File: config.mk
export PLATFORM = sky130hd
export DESIGN_NAME = lsru_ctrl
export DESIGN_NICKNAME = d
export VERILOG_FILES = /design/src/hdl/lsru_pkg.sv /design/src/hdl/lsru_ctrl.sv
export SDC_FILE = /design/constraint.sdc
export NUM_CORES = 1
export LEC_CHECK = 0
export BUFFER_PORTS_ARGS = -buffer_cell sky130_fd_sc_hd__buf_2
export CORE_AREA = 3 3 40 42
export DETAILED_ROUTE_END_ITERATION = 12
export DIE_AREA = 0 0 43 45
export GPL_ROUTABILITY_DRIVEN = 0
export PLACE_DENSITY = 0.3
export SYNTH_ARGS = -nofsm -noshare
export SYNTH_HDL_FRONTEND = slang
export SYNTH_SLANG_ARGS = --single-unit
File: constraint.sdc
create_clock -name clk -period 1.1 [get_ports clk]
set_input_delay 0.165 -clock clk [delete_from_list [all_inputs] [get_ports clk]]
set_output_delay 0.165 -clock clk [all_outputs]
set_load 0.1 [all_outputs]
File: src/hdl/lsru_pkg.sv
// ----------------------------------------------------------------------------
// lsru_pkg
// Shared types and constants for the load/store register unit.
// ----------------------------------------------------------------------------
package lsru_pkg;

  localparam int MEM_BYTES_DEF = 65536;
  localparam int REG_COUNT_DEF = 32;

  localparam int LANES = 4;

  typedef enum logic [3:0] {
    FN_LW     = 4'd0,
    FN_LH     = 4'd1,
    FN_LHU    = 4'd2,
    FN_LB     = 4'd3,
    FN_LBU    = 4'd4,
    FN_SW     = 4'd5,
    FN_SH     = 4'd6,
    FN_SB     = 4'd7,
    FN_REG_WR = 4'd8,
    FN_REG_RD = 4'd9
  } func_t;

  typedef enum logic [1:0] {
    STS_OK     = 2'd0,
    STS_RANGE  = 2'd1,
    STS_BADREG = 2'd2
  } status_t;

  typedef enum logic [1:0] {
    ST_IDLE,
    ST_EXEC,
    ST_LOAD
  } state_t;

  // controller -> datapath
  typedef struct packed {
    logic capture;    // latch a new item
    logic exec_go;    // finish a non-load item: commit writes, post result
    logic mem_rd;     // issue the load read to the byte lanes
    logic load_done;  // write back the load, post result
  } lsru_cmd_t;

  // datapath -> controller
  typedef struct packed {
    logic load_go;    // item is a legal, in-range load
    logic out_free;   // result register can take a result this cycle
  } lsru_sts_t;

endpackage

File: src/hdl/lsru_ctrl.sv
// ----------------------------------------------------------------------------
// lsru_ctrl
// Sequencer: accept, execute, optional load write-back.
// ----------------------------------------------------------------------------
module lsru_ctrl
  import lsru_pkg::*;
(
  input  logic      clk,
  input  logic      rst_n,
  input  logic      in_tvalid,
  output logic      in_tready,
  input  lsru_sts_t sts,
  output lsru_cmd_t cmd
);

  state_t state_r, state_nxt;

  always_ff @(posedge clk) begin
    if (!rst_n) begin
      state_r <= ST_IDLE;
    end else begin
      state_r <= state_nxt;
    end
  end

  always_comb begin
    state_nxt = state_r;
    unique case (state_r)
      ST_IDLE: begin
        if (in_tvalid) state_nxt = ST_EXEC;
      end
      ST_EXEC: begin
        if (sts.load_go)       state_nxt = ST_LOAD;
        else if (sts.out_free) state_nxt = ST_IDLE;
      end
      ST_LOAD: begin
        if (sts.out_free) state_nxt = ST_IDLE;
      end
      default: state_nxt = ST_IDLE;
    endcase
  end

  // no item is taken while reset is held
  always_comb begin
    in_tready     = (state_r == ST_IDLE) && rst_n;
    cmd.capture   = (state_r == ST_IDLE) && rst_n && in_tvalid;
    cmd.mem_rd    = (state_r == ST_EXEC) && sts.load_go;
    cmd.exec_go   = (state_r == ST_EXEC) && !sts.load_go && sts.out_free;
    cmd.load_done = (state_r == ST_LOAD) && sts.out_free;
  end

endmodule

Yosys cells after proc, flatten, opt, wreduce, memory -nomap -nowiden:

Cells that the tools add are included.

* eq/ne operators: 3
* mux-type cells: 4
* reduce and logical (&&, ||, !) cells: 8

Operators with widths (number)
* logical AND 1 bit: 6
* two-way mux 2 bit: 3
* case mux 2 bit (3 select lines): 1
* equality test 2 x 1 -> 1 bit, second input constant: 1
* equality test 2 bit, second input constant: 1
* zero test 2 bit: 1
* != test 2 bit, second input constant: 1
* zero test 1 bit: 1

* register bits after elaboration: 2
* bits of input ports: 5
* output and inout port bits: 5

Longest topological paths before layout:

Gate-level depths: netlist of the first run.

* word-level depth: 3
* gate-level depth with buffers: 2
* depth with buffers taken out: 2

Worst setup path before layout of the first run:

No wires, ideal clock.

* path kind: reg-to-output
* from: register state_r[0]
* to: output cmd[2] in the netlist's numbering
* arrival time: 3.246 ns
* required time: 0.935 ns
* path slack: -2.311 ns
* cell stages (with the launch flop): 2
* path buffers: 0
* path through: dfxtp_1 -> nor4bb_1

RTL lines
* start: declaration: line lsru_ctrl.sv:16 `state_t state_r, state_nxt;`
* start signal: assignment: line lsru_ctrl.sv:22 `state_r <= state_nxt;`
* end: declaration: line lsru_ctrl.sv:13 `output lsru_cmd_t cmd`

Worst setup path after layout of the first run:

* from: register state_r[1]
* to: output in_tready

* word-level cells in the longest chain between the ends: 2

RTL lines
* zero test 2 bit: line lsru_ctrl.sv:45 `in_tready = (state_r == ST_IDLE) && rst_n;`
* logical AND 1 bit: line lsru_ctrl.sv:45
* end: declaration: line lsru_ctrl.sv:11 `output logic in_tready,`

Every way passes these cells.

==> flow_summary.toml, run 1 <==
[critical_path]
crit_type = "flop to output port"
critPathLaunchType = "flop"
r2r_end = "state_r[0]"
required_ns = 0.94
arrival_ns = 1.12
cp_max_fo = 5
reg2reg_depth = 2
r2r_start = "state_r[0]"
worstSetupEndpointType = "output port"
r2r_slack_ns = 0.15

[cells_and_area]
drive_gt1_share_pct = 82.8
top_regs = "state_r x2"
fill_cells = 146
largest_reg_flops = 2
fin_cells = 44
area_delta_synth_final_pct = 191
antenna_cells = 0
largest_register = "state_r"
fin_nets = 35

[yosys]
yosys_warnings = 0
netlist_top_cells_area = "dfxtp_1, and3b_1, nor3b_1"
syn_area_per_cell_um2 = 9.53
ys_seq_area_share_pct = 32.3
synth_flop_cell = "dfxtp_1"
synth_cells = 13
ys_ff_latch = 2
syn-cell-area_um2 = 124
synthTopCellsByCount = "and3b_1, dfxtp_1, nand2b_1, nor3b_1"
yosys.area.top_type = "dfxtp_1"
synthDominantCellAreaShare_pct = 32.3
async_flop_share_pct = 0
synth_edf_count = 0
ys_types = 9
synth_nets = 18

[floorplanning]
start_util_pct = 9.64
die_w_um = 43
ios = 10
core_mm2 = 0.00128
die-area_mm2 = 0.00194
rows = 13
die_height_um = 45

[routing]
dr.pass1.iters = 1
wirelength_um = 411
drc = 0
drtIter0Drc = 0
wl_per_cell_um = 9.34
ant_nets = 0
vias = 163
viasPerCell = 3.70

[hold_path]
holdPathStages = 3
min_to = "state_r[0]"
hp-class = "input pin to flop"
hp-start = "in_tvalid"

[sta]
rsz0062_at_grt = "yes"
drv_slew = 0
min_period_ns = 1.29
hold_violations = 0
setup_viol = 5
fmax_mhz = 776
slew_headroom_pct = 82.4
period_share_pct = 117
fin_ws_ns = -0.189
worstMarginPinSlew_ns = 0.263
fin_skew_ns = 0.0116
hold_slack_ns = 0.195
fin_setup_tns_ns = -0.705

[clocking]
cts_buffer_depth = 2
clockRootBuffer = "clkbuf_4"
cts.htree.levels = 1
path_clk_slew_ns = 0.04
clock-sinks = 2
clock_latency_ns = 0.23
cts_buffers = 3
cts_tree = "built"

[global_routing]
grt.overflow.total = 0
grt_pass1_vias = 171
globalRouteTotalUtil_pct = 5.23
antenna_found_initial = 0
grt_pass1_wl_um = 634
grt_max_degree = 8

[placement]
io_buffer_count = 9
post-place-cells = 37

[power]
peakVddDrop_mv = 0.267
pwr_density_cell_mw_per_mm2 = 1210
leakage_nw = 0.147

[status]
outcome = "finished, violations left"
violations = "setup timing"

[job]
max-cap-violations = 0
-- worst max-delay path by stage --
stage	startpoint	depth (start not counted)	slack (ns)	end
after detailed placement	state_r[1]	3	-0.04	cmd[3]
after floorplan	state_r[1]	1	-0.49	cmd[2]
after CTS	state_r[1]	3	-0.22	cmd[3]
after global placement	state_r[1]	3	-0.04	cmd[3]
after global routing	state_r[1]	4	-0.23	in_tready
final	state_r[1]	4	-0.19	in_tready
-- what timing repair did --
item / 4_1_cts / 5_1_grt
resized for setup: 2 / 0
cloned: 0 / 0
buffers inserted: 3 / 0
pin swaps: 2 / 2
setup endpoints to repair: 5 / 5
hold buffers: 0 / 0
-- worst max-delay path, stage by stage, from the launching register on --
cell,delay [ns]
dfxtp_2,0.33
nand2b_4,0.16
buf_4,0.14
nor2_4,0.09
buf_12,0.18
-- layout by cell type, fill, tap and decap left out --
cell / Yosys / final
and3b_2: 0 / 2
o21a_1: 1 / 1
buf_12: 0 / 5
nand2b_4: 0 / 1
nor4bb_4: 0 / 1
dfxtp_2: 0 / 1
nor2_4: 0 / 1
dfxtp_4: 0 / 1
or3b_1: 1 / 1
a21oi_2: 1 / 1
buf_4: 0 / 3
nand2b_1: 2 / 1
clkbuf_4: 0 / 3
nor3b_1: 2 / 1
buf_2: 0 / 4
nor3b_4: 0 / 1
clkbuf_1: 0 / 1
-- cell families after synthesis --
group | after synthesis | synth area share (%)
DFF | 2 | 32.3
AOI/OAI and AO/OA | 2 | 13.1
and+or+nand+nor | 9 | 54.5
-- metrics by stage --
| stage | power (W) | cell area (um^2) | setup WS (ns) | util [%] |
|---|---|---|---|---|
| finish | 0.000436 | 360 | -0.189 | 28.0 |
| global route | 0.000464 | 360 | -0.234 | 28.0 |
| CTS | 0.000446 | 360 | -0.219 | 28.0 |
| detailed placement | 0.000237 | 302 | -0.0414 | 23.5 |
| global placement | 0.000237 | 302 | -0.0431 | 23.5 |
| floorplan | 0.000180 | 163 | -0.490 | - |
-- power breakdown --
| group | leakage, nW | switching, W | internal [W] |
|---|---|---|---|
| Clock | 0.0150 | 0.0000496 | 0.000135 |
| Sequential | 0.0175 | 0.00000819 | 0.0000772 |
| Combinational | 0.114 | 0.0000956 | 0.0000704 |
-- layout make-up --
cell class / instances / area, um^2 / area share, %
Clock buffer: 4 / 26.3 / 7.29
Multi-Input combinational cell: 11 / 128 / 35.4
Tap cell: 15 / 18.8 / 5.21
Timing Repair Buffer: 12 / 143 / 39.6
Sequential cell: 2 / 45.0 / 12.5
-- routing by layer --
layer	GRT usage [%]	routed length [um]	vias up
met3	0	21	0
li1	-	-	80
met1	6.21	185	76
met2	5.69	204	7
met4	10.8	0	0
met5	0	0	-
No activity file was read; power rests on OpenSTA's default activity.
==> run 2, diff against run 1 <==
- ABC_AREA: default -> 1
==> run 2 against run 1 <==
The flow still finishes with violations (setup timing). Clock-buffer cell count unchanged. Global-route usage increased by 0.43 points. First-iteration DRC count increased by 1. Synthesized area grew 10%. Worst setup slack gained 0.031 ns. Largest power group is now combinational logic. Register-to-register slack better by 0.05 ns. Combinational power increased by 26%. Critical endpoint is now cmd[3]. Clock power shrank 3%. Critical path depth did not move. Sequential power is 7.6% higher.
==> flow_summary.toml, run 2 <==
[placement]
placed_area_um2 = 330
dp_hpwl_um = 340
io_buffer_count = 9
post-place-cells = 48

[cells_and_area]
largest_register = "state_r"
antenna_cells = 0
final_area_um2 = 363
fin_nets = 43
fin_cells = 52
largest_reg_flops = 2
final_common_cell = "buf_12"
drive_gt1_share_pct = 67.6
top_regs = "state_r x2"
area_delta_synth_final_pct = 166
final_cell_mix = "buf_12, buf_2"

[routing]
dr.pass1.iters = 2
drc = 0
wl_per_cell_um = 7.60
ant_nets = 0
viasPerCell = 3.50
drtIter0Drc = 1
vias = 182
wirelength_um = 395

[clocking]
path_clk_slew_ns = 0.03
ctsHoldBuffers = 0
clock-sinks = 2
post_cts_buffers = 0
clockRootBuffer = "clkbuf_4"
cts_buffer_depth = 2
cts_buffers = 3
clock_latency_ns = 0.22
cts.htree.levels = 1
cts_tree = "built"

[yosys]
synthTopCellsByCount = "inv_1, nor2_1, nand2_1, nand3_1"
ys_types = 10
synthAdderAreaFrac_pct = 0
syn_area_per_cell_um2 = 5.93
async_flop_share_pct = 0
synth_edf_count = 0
synth_flop_cell = "dfxtp_1"
yosys.area.top_type = "dfxtp_1"
synth-simple-area-share_pct = 41.3
synth.most_common_cell = "inv_1"
synthXorXnorAreaFrac_pct = 0
muxShareOfSynthArea_pct = 0
yosys_warnings = 0
synth_compound_area_share_pct = 10.1
synthDominantCellAreaShare_pct = 29.4
synth_nets = 28
syn-cell-area_um2 = 136
ys_seq_area_share_pct = 29.4
ys_ff_latch = 2
synth_top_family_by_area = "simple AND/OR/NAND/NOR gates"
netlist_top_cells_area = "dfxtp_1, inv_1, nand3_1"
synth_cells = 23

[power]
pwr_density_cell_mw_per_mm2 = 1320
p_sw_w = 0.000193
swShare_pct = 40.3
seq_power_share_pct = 19.1
p_int_w = 0.000287
leakage_nw = 0.157
peakVddDrop_mv = 0.616
power_w = 0.000480
p_clk_share_pct = 37.4
power_frac_comb_pct = 43.5

[sta]
period_share_pct = 114
drv_slew = 0
hold_violations = 0
rsz0062_at_grt = "yes"
fin_ws_ns = -0.157
min_period_ns = 1.26
fmax_mhz = 795
setup_viol = 5
fin_skew_ns = 0.00497
slew_headroom_pct = 85.8
worstMarginPinSlew_ns = 0.213

[critical_path]
crit_type = "flop to output port"
crit_chain = "nor2_4 -> inv_2 -> nor3_4 -> buf_12"
startpoint = "state_r[1]"
required_ns = 0.94
cp_max_fo = 3
arrival_ns = 1.09
r2r_slack_ns = 0.20
critPathLaunchType = "flop"
worstSetupEndpointType = "output port"
r2r_start = "state_r[1]"
cp_slowest_cell = "dfxtp_4"
cpPeakStageDelay_ns = 0.35

[job]
max-cap-violations = 0

[floorplanning]
die_w_um = 43
ios = 10
start_util_pct = 10.6
rows = 13
core_mm2 = 0.00128
die-area_mm2 = 0.00194
die_height_um = 45

[global_routing]
grt_max_degree = 7
grt.overflow.total = 0
antenna_found_initial = 0
grt_pass1_vias = 209
globalRouteTotalUtil_pct = 5.66
grt_pass1_wl_um = 752

[status]
violations = "setup timing"
outcome = "finished, violations left"

[hold_path]
hp-start = "rst_n"
hp-class = "input pin to flop"
-- run 2: cell count changes in the layout (fill, tap and decap cells not counted), sizes merged, moves of 2 or more --
| cell | delta |
|---|---|
| nand3 | +3 |
| and3b | -2 |
| nand2b | -2 |
| nand2 | +3 |
| nor3b | -2 |
| nor2 | +3 |
| buf | -2 |
| nor3 | +2 |
| inv | +6 |
-- run 2: logic make-up (layout without fill, tap and decap cells) --
group / count (synthesis) / count (layout)
AND/OR/NAND/NOR: 12 / 12
AO/OA/AOI/OAI: 2 / 2
flip-flops: 2 / 2
buffers and inverters: 7 / 21
-- run 2: power by group through the flow --
stage          logic [W]  clock network, W  registers, W
2_1_floorplan   0.000139                 0     0.0000913
3_3_place_gp    0.000209                 0     0.0000930
3_5_place_dp    0.000210                 0     0.0000937
4_1_cts         0.000209          0.000191     0.0000931
5_1_grt         0.000220          0.000204     0.0000935
6_report        0.000209          0.000180     0.0000919
-- run 2: metrics by stage --
step	util, %	TNS (ns)	setup WS (ns)	hold WS [ns]
final	28.2	-0.596	-0.157	0.177
after floorplan	-	-0.943	-0.374	0.280
after detailed placement	25.7	-0.00495	-0.00495	0.419
after global placement	25.7	0	0.0122	0.423
after CTS	27.8	-0.663	-0.182	0.176
after global routing	28.2	-0.889	-0.214	0.187
-- run 2: area by class of cell --
cell class / count / area, um^2
clock buffer: 4 / 26.3
fill: 143 / 922
inverter: 7 / 32.5
multi-input combinational: 14 / 110
sequential: 2 / 47.5
tap: 15 / 18.8
timing repair buffer: 10 / 128
-- run 2: worst max-delay path: cells and delay by family (launching register included) --
family,cells,cell delay (ns)
flip-flops,1,0.35
buffers and inverters,2,0.26
AND/OR/NAND/NOR,2,0.26
-- run 2: repair_timing --
item / CTS / global route
gates resized for setup: 1 / 2
setup endpoints to repair: 5 / 5
pin swaps: 3 / 2
cloned: 0 / 0
-- run 2: final timing paths --
check / cells past startpoint / end
min reg2reg: 2 / state_r[1]
max reg2reg: 4 / state_r[1]
min: 3 / state_r[0]
max: 4 / cmd[3]
-- run 2: metal layers --
| metal | routed length [um] | vias to the layer above | part of all wire, % | global-route usage (%) |
|---|---|---|---|---|
| met2 | 223 | 4 | 56 | 8.68 |
| met4 | 0 | 0 | 0 | 5.42 |
| met1 | 141 | 80 | 36 | 4.57 |
| met5 | 0 | - | 0 | 0 |
| met3 | 29 | 0 | 7.3 | 4.38 |
| li1 | - | 98 | - | - |
